===== src/hw/rtl/mesh_interval_locate_top_assert.svh =====
// Assertion macros for the mesh interval locate block.
// Expects clk_i and rst_ni in the scope of each use.
`ifndef MESH_INTERVAL_LOCATE_TOP_ASSERT_SVH
`define MESH_INTERVAL_LOCATE_TOP_ASSERT_SVH

// same-cycle implication
`define MIL_ASSERT_IMP(label, ante, cons, msg) \
  label: assert property (@(posedge clk_i) disable iff (!rst_ni) (ante) |-> (cons)) \
    else $error(msg);

// next-cycle implication
`define MIL_ASSERT_NXT(label, ante, cons, msg) \
  label: assert property (@(posedge clk_i) disable iff (!rst_ni) (ante) |=> (cons)) \
    else $error(msg);

`endif


===== src/hw/rtl/mil_pkg.sv =====
// Shared types and constants for the mesh interval locate block.
// No dependencies.
package mil_pkg;

  localparam int unsigned VALUE_W           = 32;
  localparam int unsigned DEF_MAX_ELEMENTS  = 256;
  localparam int unsigned DEF_FRACTION_BITS = 16;

  localparam logic MODE_LOAD  = 1'b0;
  localparam logic MODE_QUERY = 1'b1;

  // table read address source
  typedef enum logic [2:0] {
    RD_FIRST,
    RD_LAST,
    RD_PROBE,
    RD_LOW,
    RD_HIGH
  } rd_sel_e;

  // how the result registers are set
  typedef enum logic [2:0] {
    RES_NONE,
    RES_OOR,
    RES_TOP,
    RES_BOTTOM,
    RES_ZERO,
    RES_ONE,
    RES_DIV_INIT
  } res_e;

  typedef struct packed {
    logic    accept;
    logic    rd_en;
    rd_sel_e rd_sel;
    logic    cap_lo;
    logic    cap_hi;
    res_e    set_res;
    logic    srch_init;
    logic    srch_upd;
    logic    div_step;
    logic    out_load;
  } cmd_t;

  typedef struct packed {
    logic is_query;
    logic oor;
    logic at_top;
    logic at_bot;
    logic cnt_zero;
    logic le_low;
    logic ge_high;
    logic div_last;
    logic out_free;
  } status_t;

endpackage


===== src/hw/rtl/mil_ctrl.sv =====
// Controller state machine: sequences limit reads, binary search, segment
// reads, division and result hand-off. Depends on mil_pkg.
module mil_ctrl (
  input  logic             clk_i,
  input  logic             rst_ni,
  input  logic             in_valid_i,
  output logic             in_ready_o,
  input  mil_pkg::status_t status_i,
  output mil_pkg::cmd_t    cmd_o
);
  import mil_pkg::*;

  typedef enum logic [3:0] {
    S_IDLE,
    S_LIM0,
    S_LIM1,
    S_LIM2,
    S_CHECK,
    S_PROBE,
    S_CMP,
    S_SEG0,
    S_SEG1,
    S_SEG2,
    S_PREP,
    S_DIV,
    S_DONE
  } state_e;

  state_e state_q, state_d;

  always_comb begin
    cmd_o     = '0;
    cmd_o.rd_sel  = RD_FIRST;
    cmd_o.set_res = RES_NONE;
    state_d   = state_q;
    case (state_q)
      S_IDLE: begin
        cmd_o.accept = in_valid_i;
        if (in_valid_i && status_i.is_query) begin
          state_d = S_LIM0;
        end
      end
      S_LIM0: begin
        cmd_o.rd_en  = 1'b1;
        cmd_o.rd_sel = RD_FIRST;
        state_d      = S_LIM1;
      end
      S_LIM1: begin
        cmd_o.rd_en  = 1'b1;
        cmd_o.rd_sel = RD_LAST;
        cmd_o.cap_lo = 1'b1;
        state_d      = S_LIM2;
      end
      S_LIM2: begin
        cmd_o.cap_hi = 1'b1;
        state_d      = S_CHECK;
      end
      S_CHECK: begin
        // upper end is tested before lower end
        if (status_i.oor) begin
          cmd_o.set_res = RES_OOR;
          state_d       = S_DONE;
        end else if (status_i.at_top) begin
          cmd_o.set_res = RES_TOP;
          state_d       = S_DONE;
        end else if (status_i.at_bot) begin
          cmd_o.set_res = RES_BOTTOM;
          state_d       = S_DONE;
        end else begin
          cmd_o.srch_init = 1'b1;
          state_d         = S_PROBE;
        end
      end
      S_PROBE: begin
        if (status_i.cnt_zero) begin
          state_d = S_SEG0;
        end else begin
          cmd_o.rd_en  = 1'b1;
          cmd_o.rd_sel = RD_PROBE;
          state_d      = S_CMP;
        end
      end
      S_CMP: begin
        cmd_o.srch_upd = 1'b1;
        state_d        = S_PROBE;
      end
      S_SEG0: begin
        cmd_o.rd_en  = 1'b1;
        cmd_o.rd_sel = RD_LOW;
        state_d      = S_SEG1;
      end
      S_SEG1: begin
        cmd_o.rd_en  = 1'b1;
        cmd_o.rd_sel = RD_HIGH;
        cmd_o.cap_lo = 1'b1;
        state_d      = S_SEG2;
      end
      S_SEG2: begin
        cmd_o.cap_hi = 1'b1;
        state_d      = S_PREP;
      end
      S_PREP: begin
        if (status_i.le_low) begin
          cmd_o.set_res = RES_ZERO;
          state_d       = S_DONE;
        end else if (status_i.ge_high) begin
          cmd_o.set_res = RES_ONE;
          state_d       = S_DONE;
        end else begin
          cmd_o.set_res = RES_DIV_INIT;
          state_d       = S_DIV;
        end
      end
      S_DIV: begin
        cmd_o.div_step = 1'b1;
        if (status_i.div_last) begin
          state_d = S_DONE;
        end
      end
      S_DONE: begin
        if (status_i.out_free) begin
          cmd_o.out_load = 1'b1;
          state_d        = S_IDLE;
        end
      end
      default: begin
        state_d = S_IDLE;
      end
    endcase
  end

  always_ff @(posedge clk_i or negedge rst_ni) begin
    if (!rst_ni) begin
      state_q <= S_IDLE;
    end else begin
      state_q <= state_d;
    end
  end

  assign in_ready_o = (state_q == S_IDLE);

endmodule


===== config.mk =====
export PLATFORM = sky130hd
export DESIGN_NAME = mil_ctrl
export DESIGN_NICKNAME = d
export VERILOG_FILES = /design/src/hw/rtl/mesh_interval_locate_top_assert.svh /design/src/hw/rtl/mil_pkg.sv /design/src/hw/rtl/mil_ctrl.sv
export SDC_FILE = /design/constraint.sdc
export NUM_CORES = 1
export LEC_CHECK = 0
export BUFFER_PORTS_ARGS = -buffer_cell sky130_fd_sc_hd__clkbuf_2
export CORE_AREA = 4 4 41 43
export DETAILED_ROUTE_END_ITERATION = 7
export DIE_AREA = 0 0 45 47
export GPL_TIMING_DRIVEN = 0
export PLACE_DENSITY = 0.71
export SYNTH_ARGS = -nofsm -noshare
export SYNTH_HDL_FRONTEND = slang
export SYNTH_SLANG_ARGS = --single-unit
export TNS_END_PERCENT = 50

===== constraint.sdc =====
create_clock -name clk_i -period 4.5 [get_ports clk_i]
set_clock_uncertainty 0.1 [all_clocks]
set_input_delay 0.675 -clock clk_i [delete_from_list [all_inputs] [get_ports clk_i]]
set_output_delay 0.675 -clock clk_i [all_outputs]
set_load 0.01 [all_outputs]

Word-level counts from Yosys, hierarchy flattened
Cells that the tools add are included.
W data, S select, Z words.
{ "word_totals": {"wordCells": 50, "input_bits": 12, "ff_bits": 4, "output_inout_bits": 15} }
{ "op_classes": {"eq_ne": 15, "n_reduce_logical": 5, "muxes": 29} }
{ "op_table": {"columns": ["op", "count"], "rows": [
  ["$pmux W4 S13", 1],
  ["$mux W4", 8],
  ["$eq A4 B4 Y1 const B", 5],
  ["$pmux W4 S5", 1],
  ["$eq A4 B3 Y1 const B", 4],
  ["$mux W1", 12],
  ["$mux W2", 5],
  ["$eq A4 B2 Y1 const B", 2],
  ["$pmux W3 S2", 1],
  ["$eq A4 B1 Y1 const B", 1],
  ["$logic_not A4 Y1", 1],
  ["$ne A2 B2 Y1 const B", 2],
  ["$reduce_or A2 Y1", 2],
  ["$mux W3", 1],
  ["$reduce_and A3 Y1", 1],
  ["$ne A2 B1 Y1 const B", 1],
  ["$logic_and A1 B1 Y1", 1]
]} }

Longest topological paths before layout
Gate-level depths: netlist of the first run.
{ "depth": {"word_depth": 4, "ltp_mapped": 6} }

Worst setup path after synthesis of the first run
Ideal clock, no wire load.
{ "synth_timing": {"path_type": "input to output", "startpoint": "in status_i[3] (netlist bit)", "endpoint": "out cmd_o[4] (netlist bit)", "slack_ns": 2.350, "arrival_time_ns": 1.375, "path_buffers": 0, "path_stages": 2, "cell_sequence": "or4b_1 > a21oi_1"} }
{ "synth_rtl": {"columns": ["item", "line_no", "rtl"], "rows": [
  ["from (decl)", "mil_ctrl.sv:8", "input mil_pkg::status_t status_i,"],
  ["to (decl)", "mil_ctrl.sv:9", "output mil_pkg::cmd_t cmd_o"]
]} }

==> results of run 1 <==
## power breakdown
| part | switching (W) | internal [W] |
|---|---|---|
| sequential | 0.0000149 | 0.0000539 |
| combinational | 0.000210 | 0.000158 |
| clock | 0.0000145 | 0.0000298 |
| total | 0.000240 | 0.000241 |
## path summary, 6_finish.rpt
kind / end / cells after the start / start
max reg2reg: state_q[2]$_DFFE_PN0P_ / 4 / state_q[0]$_DFFE_PN0P_
max: cmd_o[4] / 5 / state_q[2]$_DFFE_PN0P_
max in group asynchronous: state_q[3]$_DFFE_PN0P_ / 1 / rst_ni
min: state_q[0]$_DFFE_PN0P_ / 1 / rst_ni
min reg2reg: state_q[2]$_DFFE_PN0P_ / 3 / state_q[0]$_DFFE_PN0P_
min in group clk_i: state_q[2]$_DFFE_PN0P_ / 2 / status_i[0]
## final cells by class
cell class | instances | area (um^2) | share of cell area
multi-input cells | 59 | 364 | 0.526
repair buffers | 26 | 130 | 0.188
flip-flops and latches | 4 | 100 | 0.145
plain buffers | 5 | 37.5 | 0.0542
clock buffers | 3 | 22.5 | 0.0325
inverters | 5 | 18.8 | 0.0271
well taps | 15 | 18.8 | 0.0271
## kinds of logic (layout without fill, tap and decap cells)
family | Yosys count | count (layout) | share of synthesized area
xor gates and xnor gates | 2 | 2 | 0.0337
and+or+nand+nor | 37 | 37 | 0.385
AOI/OAI and AO/OA | 20 | 20 | 0.281
buffers and inverters | 10 | 39 | 0.108
DFF | 4 | 4 | 0.192
## synth_stat cells
master and number:
a21oi_1 3, a22o_1 1, a2bb2oi_1 2, a31oi_1 1, and2_1 1, and3_1 1, buf_2 3, buf_6 2
dfrtp_1 4, inv_1 5, nand2_1 5, nand2b_1 2, nand2b_4 2, nand3_1 4, nor2_1 10, nor2b_1 2
nor3_1 6, o211a_1 1, o211ai_1 3, o21ai_0 3, o21bai_2 1, o22ai_1 2, o311a_1 1, o32ai_1 2
or2_1 1, or2_2 1, or3_1 1, or4b_1 1, xnor2_1 1, xor2_1 1
## through the flow
stage / instances / hold slack, ns / power [W]
final: 117 / 0.136 / 0.000481
after CTS: 117 / 0.129 / 0.000482
after global placement: 114 / 0.385 / 0.000432
after global routing: 117 / 0.133 / 0.000525
after detailed placement: 114 / 0.384 / 0.000434
after floorplan: 73 / 0.279 / 0.000337
## worst max-delay path: stages (launching register included)
cell and delay [ns]:
dfrtp_1 0.36, buf_6 0.13, nand2b_4 0.15, or4b_1 0.50
a21oi_1 0.15, clkbuf_2 0.14
## layer usage
layer	track usage	vias up	wire length, um
li1	-	321	-
met1	0.193	273	690
met2	0.234	18	682
met3	0.0345	0	84
met4	0.0175	0	0
met5	0	-	0
==> flow_summary.ini, run 1 <==
[route]
post_drt_wl_per_cell_um = 12.5
dr.pass1.iters = 4
route.antenna.remaining_nets = 0
drc = 0
drt_iter0_drc = 17
routed-via-count = 612
routed_wl_um = 1460
vias_per_cell = 5.23

[layout]
syn_to_final_growth_pct = 32.9
layout_commonest_cell = clkbuf_2
nets = 116
largest_reg_flops = 4
final_core_util = 0.532
reg_top3 = state_q: 4 flops
drive_gt1_frac = 0.373
nFillCells = 134
diodes = 0
final_cell_mix = 26 x clkbuf_2, 10 x nor2_1, 6 x nor3_1, 5 x inv_1, 5 x nand2_1
regMostFlops = state_q
fin_area_um2 = 692

[timing]
timing.setup.tns_ns = 0
setup_violations = 0
fmax_mhz = 410
finalHoldViolCount = 0
max_slew.worst_pin.slew_ns = 0.284
drv_slew = 0
layout_setup_ws_ns = 2.06
post-route-period-util = 0.542
slew_headroom = 0.809
min_period_ns = 2.44
grt_setup_unrepaired = no

[floorplanning]
die_y_um = 47
core_area_mm2 = 0.00130
die_area_mm2 = 0.00212
core.rowCount = 13
pin_count = 27
start_util = 0.400
die_w_um = 45

[synthesis]
syn-num-nets = 85
ys_types = 30
ys_ff_latch = 4
syn_avg_cell_area_um2 = 7.13
synthesis.instances = 73
synth_top_area_frac = 0.192
yosysWarnings = 0
yosysTopAreaCell = dfrtp_1
synth_area_um2 = 520
synth_area_leaders = dfrtp_1 19%, nor2_1 7.2%, nor3_1 5.8%
seq_area_frac_synth = 0.192

[clocking]
cts_inserted_buffers = 3
cts-htree-levels = 1
clock-root-buffer = clkbuf_4
cts_setup_buffers = 0
clkLatencyLatePin_ns = 0.24
clock_path_buffers = 2
postCtsResizedCells = 0
cts.reportedPaths.clkPinSlew_ns = 0.04
clock-sinks = 4
hold_buffers = 0
cts_tree = built

[grt]
grt_use_total = 0.142
antenna_found_initial = 0
grt_pass1_vias = 510
grt_max_degree = 11
overflow = 0
grt_pass1_wl_um = 2250

[placement]
dp_hpwl_um = 1150
dp_slack_ns = 2.20
gp_congestion = 0.844
port_buffers = 26
placed_area_um2 = 669

[min_path]
hp-class = input port to async pin

[status]
status = complete, no violations

[worst_setup_path]
required_ns = 3.72
cp-end-kind = output port
path_max_fanout = 9
path_class = register to output port
cp_data_arrival_time_ns = 1.67
r2r_slack_ns = 2.97
worstSetupStartpointType = register

[flow_run]
maxCapViolCount = 0

[power]
p_leak_nw = 0.364
cellPowerDensity_mw_per_mm2 = 695
irDropWorstVdd_mv = 0.258
Power figures use the tool's default switching activity.
==> run 2, diff against run 1 <==
==> constraint.sdc (replaced) <==
create_clock -name clk_i -period 2.5 [get_ports clk_i]
set_clock_uncertainty 0.1 [all_clocks]
set_input_delay 0.375 -clock clk_i [delete_from_list [all_inputs] [get_ports clk_i]]
set_output_delay 0.375 -clock clk_i [all_outputs]
set_load 0.01 [all_outputs]
==> run 2 against run 1 <==
Power up 80%. Utilization up 0.77 points. Design area up 1.4%. Cell count up 0.85%. Hold slack better by 0.12 ns. Via count up 0.49%. Global-route usage up 0.079 points. Die area unchanged. Routed wire length up 0.48%. Non-clock buffer count up 1. Critical path type unchanged. Critical endpoint unchanged. Largest cell class unchanged.
==> flow_summary.ini, run 2 (synthesis results as in run 1) <==
[status]
status = complete, no violations

[clocking]
cts_inserted_buffers = 3
cts-htree-levels = 1
clock-sinks = 4
clock_path_buffers = 2
clkLatencyLatePin_ns = 0.24
cts_tree = built
cts.reportedPaths.clkPinSlew_ns = 0.03
postCtsResizedCells = 0
clock-root-buffer = clkbuf_4

[layout]
final_cell_mix = 26 x clkbuf_2, 10 x nor2_1, 6 x nor3_1, 5 x inv_1, 5 x nand2_1
diodes = 0
syn_to_final_growth_pct = 34.9
reg_top3 = state_q: 4 flops
regMostFlops = state_q
drive_gt1_frac = 0.369
layout_commonest_cell = clkbuf_2
nets = 117
largest_reg_flops = 4
nFillCells = 135

[route]
drt_iter0_drc = 17
route.antenna.remaining_nets = 0
drc = 0
dr.pass1.iters = 4
post_drt_wl_per_cell_um = 12.4
routed-via-count = 615
vias_per_cell = 5.21
routed_wl_um = 1470

[worst_setup_path]
path_max_fanout = 9
cp_cell_sequence = buf_6 -> nand2b_4 -> or4b_1 -> a21oi_1 -> clkbuf_2
path_class = register to output port
required_ns = 2.03
worstSetupStartpointType = register
cp_data_arrival_time_ns = 1.67
slowest_delay_ns = 0.50
cp-end-kind = output port
cp_slowest_cell = or4b_1

[placement]
dp_hpwl_um = 1150
gp_congestion = 0.844
dp_slack_ns = 0.601
port_buffers = 26

[timing]
fmax_mhz = 467
post-route-period-util = 0.857
layout_setup_ws_ns = 0.358
setup_violations = 0
drv_slew = 0
finalHoldViolCount = 0
slew_headroom = 0.809
timing.setup.tns_ns = 0
max_slew.worst_pin.slew_ns = 0.284
min_period_ns = 2.14
grt_setup_unrepaired = no

[grt]
overflow = 0
grt_max_degree = 11
grt_use_total = 0.143
grt_pass1_wl_um = 2260
antenna_found_initial = 0
grt_pass1_vias = 513

[floorplanning]
start_util = 0.400
core.rowCount = 13
core_area_mm2 = 0.00130
pin_count = 27
die_w_um = 45
die_area_mm2 = 0.00212
die_y_um = 47

[power]
cellPowerDensity_mw_per_mm2 = 1240
irDropWorstVdd_mv = 0.464
p_leak_nw = 0.368

[flow_run]
maxCapViolCount = 0

[min_path]
hp-class = input port to register
## run 2: what timing repair did
action                    CTS  global route
setup buffers               0             0
hold endpoints to repair    4             0
hold buffers                1             0
## run 2: layer usage
layer,global-route usage,routed length [um],up-vias
li1,-,-,323
met1,0.195,692,274
met2,0.234,687,18
met3,0.0345,84,0
met4,0.0175,0,0
met5,0,0,-
## run 2: worst max-delay path, delay by kind of cell, from the launching register on
family / cells / cell delay (ns)
AOI/OAI and AO/OA: 1 / 0.15
buffers and inverters: 2 / 0.27
DFF: 1 / 0.36
and+or+nand+nor: 2 / 0.65
## run 2: power by group
part | total [W] | switching [W] | internal, W | leakage (nW)
logic | 0.000664 | 0.000379 | 0.000285 | 0.304
registers | 0.000124 | 0.0000268 | 0.0000971 | 0.0499
clock network | 0.0000798 | 0.0000261 | 0.0000537 | 0.0138
## run 2: final timing paths
kind                                         from                endpoint  slack (ns)  cells past startpoint
max                        state_q[2]$_DFFE_PN0P_                cmd_o[4]        0.36                      5
min                                   status_i[0]  state_q[2]$_DFFE_PN0P_        0.26                      2
max reg2reg                state_q[0]$_DFFE_PN0P_  state_q[2]$_DFFE_PN0P_        0.96                      4
min reg2reg                state_q[0]$_DFFE_PN0P_  state_q[2]$_DFFE_PN0P_        0.62                      3
max in group asynchronous                  rst_ni  state_q[3]$_DFFE_PN0P_        1.80                      2
min in group asynchronous                  rst_ni  state_q[0]$_DFFE_PN0P_        0.38                      2
## run 2: per-stage QoR
step / hold WS (ns) / util / area (um^2) / instances / total power (W)
3_3_place_gp: 0.0850 / 0.514 / 669 / 114 / 0.000777
2_1_floorplan: -0.0206 / - / 520 / 73 / 0.000606
4_1_cts: 0.248 / 0.539 / 702 / 118 / 0.000870
3_5_place_dp: 0.0840 / 0.514 / 669 / 114 / 0.000781
5_1_grt: 0.265 / 0.539 / 702 / 118 / 0.000947
6_report: 0.256 / 0.539 / 702 / 118 / 0.000867
## run 2: cell type report
| cell class | instances | area, um^2 | area share |
|---|---|---|---|
| multi-input cells | 59 | 364 | 0.519 |
| repair buffers | 27 | 140 | 0.200 |
| flip-flops and latches | 4 | 100 | 0.143 |
| plain buffers | 5 | 37.5 | 0.0535 |
| clock buffers | 3 | 22.5 | 0.0321 |
| inverters | 5 | 18.8 | 0.0267 |
| well taps | 15 | 18.8 | 0.0267 |
